===== config.mk =====
export PLATFORM = sky130hd
export DESIGN_NAME = life_row_word_stepper_top
export DESIGN_NICKNAME = d
export VERILOG_FILES = /design/src/sv/lrws_pkg.sv /design/src/sv/lrws_lane.sv /design/src/sv/lrws_word.sv /design/src/sv/life_row_word_stepper_top.sv
export SDC_FILE = /design/constraint.sdc
export NUM_CORES = 1
export LEC_CHECK = 0
export BUFFER_PORTS_ARGS = -buffer_cell sky130_fd_sc_hd__buf_2
export CORE_MARGIN = 2
export CORE_UTILIZATION = 37
export CTS_CLUSTER_DIAMETER = 150
export DETAILED_ROUTE_END_ITERATION = 8
export GPL_ROUTABILITY_DRIVEN = 0
export PLACE_DENSITY_LB_ADDON = 0.2
export SYNTH_ARGS = -nofsm -noshare
export SYNTH_HDL_FRONTEND = slang
export SYNTH_SLANG_ARGS = --single-unit
export TNS_END_PERCENT = 50

===== constraint.sdc =====
create_clock -name clk -period 4.6 [get_ports clk]
set_clock_uncertainty 0.05 [all_clocks]
set_input_delay 0.46 -clock clk [delete_from_list [all_inputs] [get_ports clk]]
set_output_delay 0.46 -clock clk [all_outputs]
set_load 0.05 [all_outputs]

===== src/sv/lrws_pkg.sv =====
// ----------------------------------------------------------------------------
// lrws_pkg
// Types, constants and helpers for the Life row word stepper.
// ----------------------------------------------------------------------------
package lrws_pkg;

	localparam int unsigned CELLS_PER_WORD = 16;
	localparam int unsigned BORN_TOTAL     = 3;

	typedef logic [CELLS_PER_WORD-1:0] word_t;
	typedef logic [1:0]                colsum_t;   // 0..3 live cells in a column
	typedef colsum_t [CELLS_PER_WORD-1:0] colsum_word_t;
	typedef logic [3:0]                total_t;    // 0..9 over a 3x3 block

	localparam total_t BORN_SUM    = total_t'(BORN_TOTAL);
	localparam total_t SURVIVE_SUM = total_t'(BORN_TOTAL + 1);

	typedef struct packed {
		word_t above_cells;
		word_t middle_cells;
		word_t below_cells;
		logic  row_end;
	} item_t;

	typedef struct packed {
		word_t next_cells;
		logic  last_of_row;
	} result_t;

	function automatic colsum_t col_sum(input logic a, input logic m, input logic b);
		return colsum_t'({1'b0, a}) + colsum_t'({1'b0, m}) + colsum_t'({1'b0, b});
	endfunction

endpackage


===== src/sv/lrws_lane.sv =====
// ----------------------------------------------------------------------------
// lrws_lane
// One cell of the word: 3x3 total and the B3/S23 rule.
// ----------------------------------------------------------------------------
module lrws_lane (
	input  lrws_pkg::colsum_t left_sum,
	input  lrws_pkg::colsum_t centre_sum,
	input  lrws_pkg::colsum_t right_sum,
	input  logic              alive,
	output logic              next_alive
);
	import lrws_pkg::*;

	total_t total;

	// total includes the cell itself, so survival is 3 or 4
	assign total = total_t'(left_sum) + total_t'(centre_sum) + total_t'(right_sum);
	assign next_alive = (total == BORN_SUM) || (alive && (total == SURVIVE_SUM));

endmodule


===== src/sv/lrws_word.sv =====
// ----------------------------------------------------------------------------
// lrws_word
// Row of cell lanes over one word; merges lane bits into the next word.
// ----------------------------------------------------------------------------
module lrws_word (
	input  lrws_pkg::colsum_word_t sums,
	input  lrws_pkg::word_t        cells,
	input  lrws_pkg::colsum_t      left_sum,
	input  lrws_pkg::colsum_t      right_sum,
	output lrws_pkg::word_t        next_cells
);
	import lrws_pkg::*;

	word_t lane_bits;

	for (genvar i = 0; i < CELLS_PER_WORD; i++) begin : g_lane
		colsum_t l_sum;
		colsum_t r_sum;

		if (i == 0) begin : g_left_edge
			assign l_sum = left_sum;
		end else begin : g_left_in
			assign l_sum = sums[i-1];
		end

		if (i == CELLS_PER_WORD - 1) begin : g_right_edge
			assign r_sum = right_sum;
		end else begin : g_right_in
			assign r_sum = sums[i+1];
		end

		lrws_lane u_lane (
			.left_sum   (l_sum),
			.centre_sum (sums[i]),
			.right_sum  (r_sum),
			.alive      (cells[i]),
			.next_alive (lane_bits[i])
		);
	end

	assign next_cells = lane_bits;

endmodule


===== src/sv/life_row_word_stepper_top.sv =====
// ----------------------------------------------------------------------------
// life_row_word_stepper_top
// One B3/S23 Life generation for a row streamed as packed 16-cell words.
//
//   channel   signals                               direction
//   item      item_valid / item_stall / item        in  (above, middle, below, row_end)
//   result    result_valid / result_stall / result  out (next_cells, last_of_row)
//
// One item transaction is accepted per cycle while item_stall is low. Each word's
// result needs the first column of the following word, so it is queued when that word
// arrives and shows on result once the results ahead of it are taken. A row end with a
// word pending queues two results, but a row's first word queues none, so with result
// never stalled the queue holds two or fewer and item never stalls, rows included.
// item_stall rises when the 4-entry queue holds 3 or more; arst_n clears both.
// ----------------------------------------------------------------------------
module life_row_word_stepper_top (
	input  logic              clk,
	input  logic              arst_n,
	input  logic              item_valid,
	output logic              item_stall,
	input  lrws_pkg::item_t   item,
	output logic              result_valid,
	input  logic              result_stall,
	output lrws_pkg::result_t result
);
	import lrws_pkg::*;

	localparam int unsigned QUEUE_DEPTH = 4;
	localparam int unsigned PTR_W       = $clog2(QUEUE_DEPTH);
	localparam int unsigned CNT_W       = $clog2(QUEUE_DEPTH + 1);

	typedef logic [PTR_W-1:0] qptr_t;
	typedef logic [CNT_W-1:0] qcount_t;

	// pending word: the last accepted word still waiting on its right neighbor
	colsum_word_t pend_sums_q;
	word_t        pend_cells_q;
	logic         have_pend_q;
	colsum_t      left_sum_q;     // column just left of the pending word

	// result queue
	result_t queue_q [QUEUE_DEPTH];
	qptr_t   wr_ptr_q;
	qptr_t   rd_ptr_q;
	qcount_t count_q;

	colsum_word_t item_sums;
	colsum_t      left_next;
	word_t        pend_next_cells;   // result for the pending word
	word_t        item_next_cells;   // result for this word at a row end
	logic         accept;
	logic         pop;
	logic         push_pend;
	logic         push_item;
	qptr_t        item_slot;

	// column sums of the incoming word, one per lane
	always_comb begin
		for (int i = 0; i < CELLS_PER_WORD; i++) begin
			item_sums[i] = col_sum(item.above_cells[i], item.middle_cells[i],
				item.below_cells[i]);
		end
	end

	// pending word closes with the incoming word's first column on its right
	lrws_word u_pend_word (
		.sums       (pend_sums_q),
		.cells      (pend_cells_q),
		.left_sum   (left_sum_q),
		.right_sum  (item_sums[0]),
		.next_cells (pend_next_cells)
	);

	// once the pending word retires, its last column sits left of this word
	assign left_next = have_pend_q ? pend_sums_q[CELLS_PER_WORD-1] : left_sum_q;

	// row end: this word closes against a dead column
	lrws_word u_end_word (
		.sums       (item_sums),
		.cells      (item.middle_cells),
		.left_sum   (left_next),
		.right_sum  ('0),
		.next_cells (item_next_cells)
	);

	assign accept    = item_valid && !item_stall;
	assign pop       = result_valid && !result_stall;
	assign push_pend = accept && have_pend_q;
	assign push_item = accept && item.row_end;
	assign item_slot = push_pend ? qptr_t'(wr_ptr_q + qptr_t'(1)) : wr_ptr_q;

	// room for two pushes must always remain
	assign item_stall   = (count_q > qcount_t'(QUEUE_DEPTH - 2));
	assign result_valid = (count_q != '0);
	assign result       = queue_q[rd_ptr_q];

	always_ff @(posedge clk or negedge arst_n) begin
		if (!arst_n) begin
			have_pend_q <= 1'b0;
			left_sum_q  <= '0;
		end else if (accept) begin
			have_pend_q <= !item.row_end;
			left_sum_q  <= item.row_end ? colsum_t'(0) : left_next;
		end
	end

	always_ff @(posedge clk) begin
		if (accept) begin
			pend_sums_q  <= item_sums;
			pend_cells_q <= item.middle_cells;
		end
	end

	always_ff @(posedge clk) begin
		if (push_pend) begin
			queue_q[wr_ptr_q] <= '{next_cells: pend_next_cells, last_of_row: 1'b0};
		end
		if (push_item) begin
			queue_q[item_slot] <= '{next_cells: item_next_cells, last_of_row: 1'b1};
		end
	end

	always_ff @(posedge clk or negedge arst_n) begin
		if (!arst_n) begin
			wr_ptr_q <= '0;
			rd_ptr_q <= '0;
			count_q  <= '0;
		end else begin
			wr_ptr_q <= wr_ptr_q + qptr_t'(push_pend) + qptr_t'(push_item);
			if (pop) begin
				rd_ptr_q <= rd_ptr_q + qptr_t'(1);
			end
			count_q <= count_q + qcount_t'(push_pend) + qcount_t'(push_item)
				- qcount_t'(pop);
		end
	end

endmodule


==> results_dict.tcl, run 1 <==
set metrics [dict create \
    layout.filler_cells 2651 \
    power.switching_mw 3.14 \
    worst_hold_path_type "primary input to flop" \
    period_share_pct 69.1 \
    final_core_util_pct 42.6 \
    drt-pass1-iter-count 5 \
    layout.cells.most_common "sky130_fd_sc_hd__inv_1" \
    synth_enable_flop_cells 112 \
    tightest_slew_ns 1.06 \
    grt_antenna_before_repair 0 \
    routed_wirelength_mm 23.6 \
    timing.setup.tns_ns 0 \
    worstSetupEndpointType "flop" \
    synth_sequential_area_ratio_pct 35.4 \
    io_pins 72 \
    clk_pin_slew_worst_paths_ns 0.06 \
    p_int_mw 4.07 \
    n_antenna_cell 0 \
    gr-max-usage-layer "met2" \
    synthToLayoutAreaGrowth_pct 13.6 \
    hold_viol 0 \
    result_of_the_run "completed" \
    multiInputGateArea_um2 6060 \
    clock_insertion_delay_worst_skew_ns 0.42 \
    r2r-start "count_q[1]" \
    maxSlewHeadroom_pct 28.7 \
    postSynthCellCount 918 \
    timing.critical_path.to "queue_q[1][3]" \
    clock_power_share_pct 19.3 \
    final.setup.worst_slack_ns 1.42 \
    r2r-end "queue_q[1][3]" \
    yosysWarnings 0 \
    dp.final_hpwl_mm 17.5 \
    share_of_final_layout_standard_cells_stronger_than_drive_strength_1_pct 15.2 \
    drv.max_cap_violation_count 0 \
    total_number_of_h_tree_levels 4 \
    initialDrtViolationCount 477 \
    mostFrequentLayoutCells "sky130_fd_sc_hd__inv_1 (154), sky130_fd_sc_hd__edfxtp_1 (112), sky130_fd_sc_hd__ha_1 (100), sky130_fd_sc_hd__fa_1 (82), sky130_fd_sc_hd__buf_2 (71)" \
    ant_nets 0 \
    worst_setup_path_start_kind "flop" \
    crit_arrival_ns 3.24 \
    finalSetupViolCount 0 \
    crit_path_max_fanout 9 \
    synth_async_sr_flop_share_pct 7.94 \
    post-place-ws_ns 1.12 \
    globalRouteMet3Util_pct 2.59 \
    max-vdd-ir-drop_mv 0.341 \
    gr_overflow_total 0 \
    cts_post_setup_buffers_inserted 0 \
    first_global_vias 7253 \
    dr_total_vias 7247 \
    max-clock-path-buffers 2 \
    post_synthesis_average_cell_area_um2 11.4 \
    netlist_area_um2 10400 \
    rsz0062_at_grt "false" \
    grt_util_met2_pct 27.9 \
    route.detailed.wl_per_inst_um 17.0 \
    dominantRegCellSynth "sky130_fd_sc_hd__edfxtp_1" \
    total_number_of_placement_rows 61 \
    die_y_um 172 \
    numClockSinks 126 \
    final_nets 1232 \
    number_of_remaining_drc_errors 0 \
    postSynthRegisterBits 126 \
    synth_cell_type_count 46 \
    power_frac_seq_pct 24.6 \
    use_met1_pct 23.5 \
    cts_buffers 17 \
    clock-root-buffer "sky130_fd_sc_hd__clkbuf_16" \
    worst-endpoint-required_ns 4.66 \
    average_via_count_per_standard_cell 5.22 \
    seq_area_um2 3690 \
    grt_use_total_pct 16.9 \
    core_area_um2 27800 \
    cellPowerDensity_nw_per_um2 609 \
    p_leak_nw 4.65 \
    comb_power_share_pct 56.1 \
    start_util_pct 37.5 \
    cts_tree "yes" \
    timing.final.crit_period_ns 3.18 \
    grt_pass1_wl_mm 38.2 \
    regToRegSetupSlack_ns 1.42 \
    fmax_ghz 0.315 \
    io_buffer_count 71 \
    timing.final.max_slew_violations 0 \
    post_cts.resized_instances 0 \
    die_x_um 172 \
    fp.dieArea_um2 29500 \
    timing.setup.critical_path_class "flop to flop" \
    startpoint "count_q[1]" \
    power.switching_fraction_pct 43.5 \
    pin_count_of_the_biggest_net_entering_global_routing 34 \
    r2r_cells 7 \
    net_count_after_synthesis 1153 \
    cts_hold_buffers 1 \
]
-- Yosys cell counts, drive strengths merged (2+ instances only) --
library cell	count	area share, %
fa	82	16
dfrtp	10	2.4
clkbuf	11	0.40
a31oi	29	1.7
inv	155	5.6
a211o	15	1.3
nand2b	5	0.30
mux4	17	3.7
o22ai	33	2.0
and2	2	0.12
xor2	2	0.17
nand3	12	0.62
nor2	31	1.1
nor3b	4	0.34
xnor2	2	0.17
buf	10	0.72
and3b	3	0.25
nand2	31	1.1
or3b	16	1.3
edfxtp	112	32
o211ai	45	3.2
nor2b	31	1.9
nand4b	45	3.8
dfxtp	4	0.77
a211oi	4	0.65
o21ai	71	3.4
o221ai	4	0.34
ha	100	12
a21oi	7	0.44
o32a	16	1.5
-- power by group through the flow --
| stage | sequential, mW | combinational [mW] | clock (mW) |
|---|---|---|---|
| 2_1_floorplan | 1.69 | 3.17 | 0 |
| 3_3_place_gp | 1.79 | 4.00 | 0 |
| 3_5_place_dp | 1.80 | 4.06 | 0 |
| 4_1_cts | 1.78 | 4.08 | 1.41 |
| 5_1_grt | 1.81 | 4.56 | 1.46 |
| 6_report | 1.77 | 4.05 | 1.39 |
-- kinds of logic after synthesis --
logic type | after synthesis | synth area share [%]
xor+xnor | 4 | 0.336
mux | 19 | 3.87
fa+ha+maj | 182 | 27.7
buf+inv | 176 | 6.69
compound gates | 227 | 14.9
flops | 126 | 35.4
simple gates | 184 | 11.1
-- stage by stage --
| stage | total power, mW | hold WS [ns] | instances | cell area, µm² |
|---|---|---|---|---|
| finish | 7.21 | 0.216 | 1387 | 11800 |
| detailed placement | 5.86 | 0.289 | 1355 | 11200 |
| global route | 7.83 | 0.211 | 1387 | 11800 |
| global placement | 5.79 | 0.286 | 1355 | 11200 |
| floorplan | 4.86 | 0.114 | 918 | 10400 |
| CTS | 7.27 | 0.197 | 1387 | 11800 |
-- sequential cells by signal (all words and copies together) (netlist names) --
register	count
count_q	3
have_pend_q	1
queue_q	68
left_sum_q	2
pend_sums_q	32
wr_ptr_q	2
pend_cells_q	16
rd_ptr_q	2
-- how the worst min path moves through the flow --
stage / from / endpoint / depth (start not counted)
floorplan: arst_n / count_q[0] / 0
global placement: arst_n / count_q[2] / 1
detailed placement: arst_n / count_q[1] / 1
CTS: item[18] / pend_cells_q[1] / 1
global route: item[27] / pend_cells_q[10] / 1
finish: item[27] / pend_cells_q[10] / 1
-- metal layers --
metal / share of wire [%] / routed length (µm)
met1: 47 / 11200
met2: 48 / 11400
met3: 3.3 / 782
met4: 1.1 / 267
met5: 0 / 0
-- layout make-up --
| type | instances | share of cell area, % |
|---|---|---|
| Timing Repair Buffer | 81 | 3.65 |
| Tap cell | 378 | 3.99 |
| Inverter | 155 | 4.91 |
| Multi-Input combinational cell | 616 | 51.2 |
| Clock buffer | 24 | 4.15 |
| Sequential cell | 126 | 31.2 |
| Clock inverter | 7 | 0.929 |
-- worst max-delay path, stage by stage, from the launching register on --
cell                      delay [ns]
sky130_fd_sc_hd__dfrtp_1        0.39
sky130_fd_sc_hd__inv_1          0.10
sky130_fd_sc_hd__ha_1           0.41
sky130_fd_sc_hd__inv_1          0.27
sky130_fd_sc_hd__a21oi_4        0.29
sky130_fd_sc_hd__inv_1          0.15
sky130_fd_sc_hd__o21ai_1        0.84
sky130_fd_sc_hd__buf_4          0.36
Power figures use the tool's default switching activity.
==> run 2, diff against run 1 <==
- clock period: 4.6 -> 2.72 ns (I/O delays scaled with it)
==> results_dict.tcl, run 2 (synthesis results as in run 1) <==
set metrics [dict create \
    fmax_ghz 0.349 \
    r2r-start "pend_sums_q[30]" \
    post-place-ws_ns -0.553 \
    largest_register_ffs 68 \
    worst-endpoint-required_ns 2.82 \
    timing.final.max_slew_violations 0 \
    grt_antenna_before_repair 0 \
    layout.cells.most_common "sky130_fd_sc_hd__buf_4" \
    grt_pass1_wl_mm 40.8 \
    route.detailed.wl_per_inst_um 16.0 \
    period_share_pct 105 \
    crit_path_max_fanout 4 \
    clock-root-buffer "sky130_fd_sc_hd__clkbuf_16" \
    timing.final.crit_period_ns 2.86 \
    cellPowerDensity_nw_per_um2 1040 \
    hold_viol 0 \
    worst_hold_path_type "primary input to flop" \
    synthToLayoutAreaGrowth_pct 31.5 \
    average_via_count_per_standard_cell 5.14 \
    worst_hold_path.num_cells 1 \
    cts_tree "yes" \
    tightest_slew_ns 0.463 \
    initialDrtViolationCount 419 \
    io_pins 72 \
    io_buffer_count 71 \
    n_antenna_cell 0 \
    dp.final_hpwl_mm 19.1 \
    worst_setup_path_start_kind "flop" \
    placement_cell_area_um2 12500 \
    cts_buffers 17 \
    hold_sp "item[32]" \
    routed_wirelength_mm 25.1 \
    crit_arrival_ns 2.97 \
    clk_pin_slew_worst_paths_ns 0.06 \
    multiInputGateArea_um2 6540 \
    layout.filler_cells 2565 \
    maxSlewHeadroom_pct 69.1 \
    pin_count_of_the_biggest_net_entering_global_routing 28 \
    startpoint "pend_sums_q[30]" \
    die_x_um 172 \
    number_of_remaining_drc_errors 0 \
    timing.setup.tns_ns -1.22 \
    postLayoutCellArea_um2 13700 \
    final_nets 1412 \
    share_of_final_layout_standard_cells_stronger_than_drive_strength_1_pct 36.9 \
    total_number_of_placement_rows 61 \
    rsz0062_at_grt "true" \
    timing.setup.critical_path_class "flop to flop" \
    start_util_pct 37.5 \
    p_leak_nw 5.54 \
    failed_checks "setup timing" \
    total_number_of_h_tree_levels 4 \
    gr_overflow_total 0 \
    max-vdd-ir-drop_mv 0.445 \
    drv.max_cap_violation_count 0 \
    finalSetupViolCount 30 \
    ant_nets 0 \
    result_of_the_run "finished with violations" \
    first_global_vias 8240 \
    r2r_cells 9 \
    worstSetupEndpointType "flop" \
    mostFrequentLayoutCells "sky130_fd_sc_hd__buf_4 (178), sky130_fd_sc_hd__inv_1 (138), sky130_fd_sc_hd__edfxtp_1 (112), sky130_fd_sc_hd__ha_1 (79), sky130_fd_sc_hd__buf_2 (71)" \
    dr_total_vias 8063 \
    die_y_um 172 \
    core_area_um2 27800 \
    clock_insertion_delay_worst_skew_ns 0.42 \
    max-clock-path-buffers 2 \
    numClockSinks 126 \
    largest_register "queue_q" \
    grt_use_total_pct 17.8 \
    fp.dieArea_um2 29500 \
    hold-worst-slack_ns 0.0405 \
    layout_top_registers "queue_q x68, pend_sums_q x32, pend_cells_q x16" \
    final.setup.worst_slack_ns -0.142 \
    seq_area_um2 3690 \
    drt-pass1-iter-count 6 \
]
run 2: where the power goes:
part           switching [mW]  internal [mW]
Sequential              0.222           2.65
Clock                   0.879           1.44
Combinational            4.92           4.14
run 2: final cells by class:
cell class	instances	area share [%]
Tap cell	378	3.45
Multi-Input combinational cell	616	47.7
Clock inverter	15	1.24
Inverter	155	4.24
Sequential cell	126	26.9
Timing Repair Buffer	261	13.4
Clock buffer	17	3.10
run 2: worst paths after layout:
kind | endpoint | slack (ns)
worst max-delay path | queue_q[0][1] | -0.14
worst min-delay path | pend_cells_q[15] | 0.04
worst max register to register | queue_q[0][1] | -0.14
worst min register to register | queue_q[0][0] | 0.42
max in group asynchronous | left_sum_q[0] | 2.22
min in group asynchronous | rd_ptr_q[1] | 0.20
run 2: metrics by stage:
step	std cells	utilization (%)	total power, mW
floorplan	918	-	8.25
detailed placement	1521	45.0	11.1
global placement	1521	45.0	10.9
global route	1568	49.4	15.4
CTS	1560	48.0	13.8
finish	1568	49.4	14.3
run 2: repair_timing:
item / 4_1_cts / 5_1_grt
gates cloned: 0 / 0
resized for setup: 85 / 95
setup buffers: 10 / 16
hold buffers: 1 / 0
hold endpoints to repair: 10 / 0
setup endpoints to repair: 64 / 64
pin swaps: 62 / 88
run 2: critical path: stages, from the launching register on:
cell and delay [ns]:
sky130_fd_sc_hd__edfxtp_1 0.47, sky130_fd_sc_hd__mux2_4 0.33, sky130_fd_sc_hd__ha_4 0.16, sky130_fd_sc_hd__fa_1 0.50
sky130_fd_sc_hd__inv_1 0.06, sky130_fd_sc_hd__fa_2 0.36, sky130_fd_sc_hd__nor2b_1 0.14, sky130_fd_sc_hd__a31oi_1 0.16
sky130_fd_sc_hd__o32a_1 0.28, sky130_fd_sc_hd__o22ai_2 0.10
run 2: metal layers:
layer	track usage, %	part of all wire [%]	up-vias
met5	0	0	-
met2	30.9	50	145
met4	4.49	1.3	0
li1	-	-	3924
met3	2.75	3.7	22
met1	23.2	45	3972
==> run 3, diff against run 2 <==
- SLEW_MARGIN: default -> 20
- clock period: 2.72 -> 2.9 ns (I/O delays scaled with it)
==> results_dict.tcl, run 3 (synthesis results as in run 1) <==
set metrics [dict create \
    gr_overflow_total 0 \
    average_via_count_per_standard_cell 5.09 \
    share_of_final_layout_standard_cells_stronger_than_drive_strength_1_pct 28.8 \
    die_x_um 172 \
    finalSetupViolCount 0 \
    worst_setup_path_start_kind "flop" \
    largest_register "queue_q" \
    layout_cells_excl_fill 1517 \
    clock-root-buffer "sky130_fd_sc_hd__clkbuf_16" \
    cellPowerDensity_nw_per_um2 978 \
    io_buffer_count 71 \
    r2r_cells 10 \
    timing.setup.critical_path_class "flop to flop" \
    crit_arrival_ns 3.08 \
    cts_tree "yes" \
    pin_count_of_the_biggest_net_entering_global_routing 34 \
    worstSetupEndpointType "flop" \
    core_area_um2 27800 \
    rsz0062_at_grt "true" \
    timing.final.crit_period_ns 2.86 \
    total_number_of_h_tree_levels 4 \
    worst_hold_path.num_cells 1 \
    synthToLayoutAreaGrowth_pct 25.2 \
    io_pins 72 \
    crit_path_max_fanout 4 \
    grt_use_total_pct 17.0 \
    worst_hold_path_type "primary input to flop" \
    dp.final_hpwl_mm 18.5 \
    grt_antenna_before_repair 0 \
    maxSlewHeadroom_pct 57.8 \
    largest_register_ffs 68 \
    n_antenna_cell 0 \
    final_core_util_pct 47.0 \
    die_y_um 172 \
    dr_total_vias 7723 \
    mostFrequentLayoutCells "sky130_fd_sc_hd__inv_1 (151), sky130_fd_sc_hd__buf_4 (134), sky130_fd_sc_hd__edfxtp_1 (112), sky130_fd_sc_hd__ha_1 (87), sky130_fd_sc_hd__buf_2 (71)" \
    layout.cells.most_common "sky130_fd_sc_hd__inv_1" \
    cts_buffers 17 \
    tightest_slew_ns 0.628 \
    max-clock-path-buffers 2 \
    clk_pin_slew_worst_paths_ns 0.06 \
    numClockSinks 126 \
    period_share_pct 98.6 \
    final_nets 1361 \
    clock_insertion_delay_worst_skew_ns 0.42 \
    start_util_pct 37.5 \
    drt-pass1-iter-count 5 \
    worst-endpoint-required_ns 3.12 \
    ant_nets 0 \
    hold-worst-slack_ns 0.0593 \
    placed_cells 1467 \
    fp.dieArea_um2 29500 \
    result_of_the_run "completed" \
    layout_top_registers "queue_q x68, pend_sums_q x32, pend_cells_q x16" \
    route.detailed.wl_per_inst_um 16.0 \
    total_number_of_placement_rows 61 \
    p_leak_nw 5.30 \
    max-vdd-ir-drop_mv 0.462 \
    first_global_vias 7634 \
    hold_viol 0 \
    drv.max_cap_violation_count 0 \
    number_of_remaining_drc_errors 0 \
    fmax_ghz 0.350 \
    timing.final.max_slew_violations 0 \
    grt_pass1_wl_mm 38.9 \
    initialDrtViolationCount 379 \
    timing.setup.tns_ns 0 \
    routed_wirelength_mm 24.2 \
]
==> run 3: cell type report <==
class	count	area (µm²)
clock inverter	11	188
timing repair buffer	210	1430
multi-input combinational	616	6230
inverter	155	582
tap	378	473
sequential	126	3690
clock buffer	21	460
fill	2626	14700
==> run 3: stage by stage <==
step	cell area, µm²	setup slack [ns]	power, mW
2_1_floorplan	10400	0.0225	7.72
3_3_place_gp	12100	-0.369	9.88
3_5_place_dp	12100	-0.405	10.0
4_1_cts	12800	-0.00608	12.5
5_1_grt	13100	-0.0789	13.8
6_report	13100	0.0393	12.8
==> run 3: power breakdown <==
part	internal [mW]	switching [mW]
Combinational	3.41	4.29
Clock	1.57	0.796
Sequential	2.49	0.213
==> run 3: final timing paths <==
| path | slack (ns) | startpoint | to |
|---|---|---|---|
| hold reg to reg | 0.42 | queue_q[0][0] | queue_q[0][0] |
| min in group asynchronous | 0.21 | arst_n | count_q[0] |
| setup / recovery | 0.04 | pend_sums_q[30] | queue_q[1][1] |
| setup reg to reg | 0.04 | pend_sums_q[30] | queue_q[1][1] |
| hold / removal | 0.06 | item[32] | pend_cells_q[15] |
| max in group asynchronous | 2.39 | arst_n | rd_ptr_q[1] |
==> run 3: repair_timing <==
item | CTS | global route
cloned | 0 | 0
hold buffers | 1 | 0
pin swaps | 4 | 58
endpoints found under the setup margin | 11 | 64
hold endpoints to repair | 10 | 0
gates resized for setup | 4 | 84
setup buffers | 1 | 17
==> run 3: routing by layer <==
layer | global-route usage, % | wire length, µm | up-vias
li1 | - | - | 3818
met4 | 3.87 | 207 | 0
met1 | 22.9 | 11400 | 3776
met2 | 28.9 | 11900 | 115
met3 | 2.70 | 717 | 14
met5 | 0 | 0 | -
==> run 3: critical path, stage by stage, from the launching register on <==
cell	delay (ns)
sky130_fd_sc_hd__edfxtp_1	0.43
sky130_fd_sc_hd__mux2_4	0.31
sky130_fd_sc_hd__ha_4	0.17
sky130_fd_sc_hd__fa_1	0.48
sky130_fd_sc_hd__buf_4	0.15
sky130_fd_sc_hd__buf_4	0.12
sky130_fd_sc_hd__ha_1	0.26
sky130_fd_sc_hd__nand2_1	0.08
sky130_fd_sc_hd__a31oi_1	0.08
sky130_fd_sc_hd__o32a_1	0.42
sky130_fd_sc_hd__o21ai_1	0.17
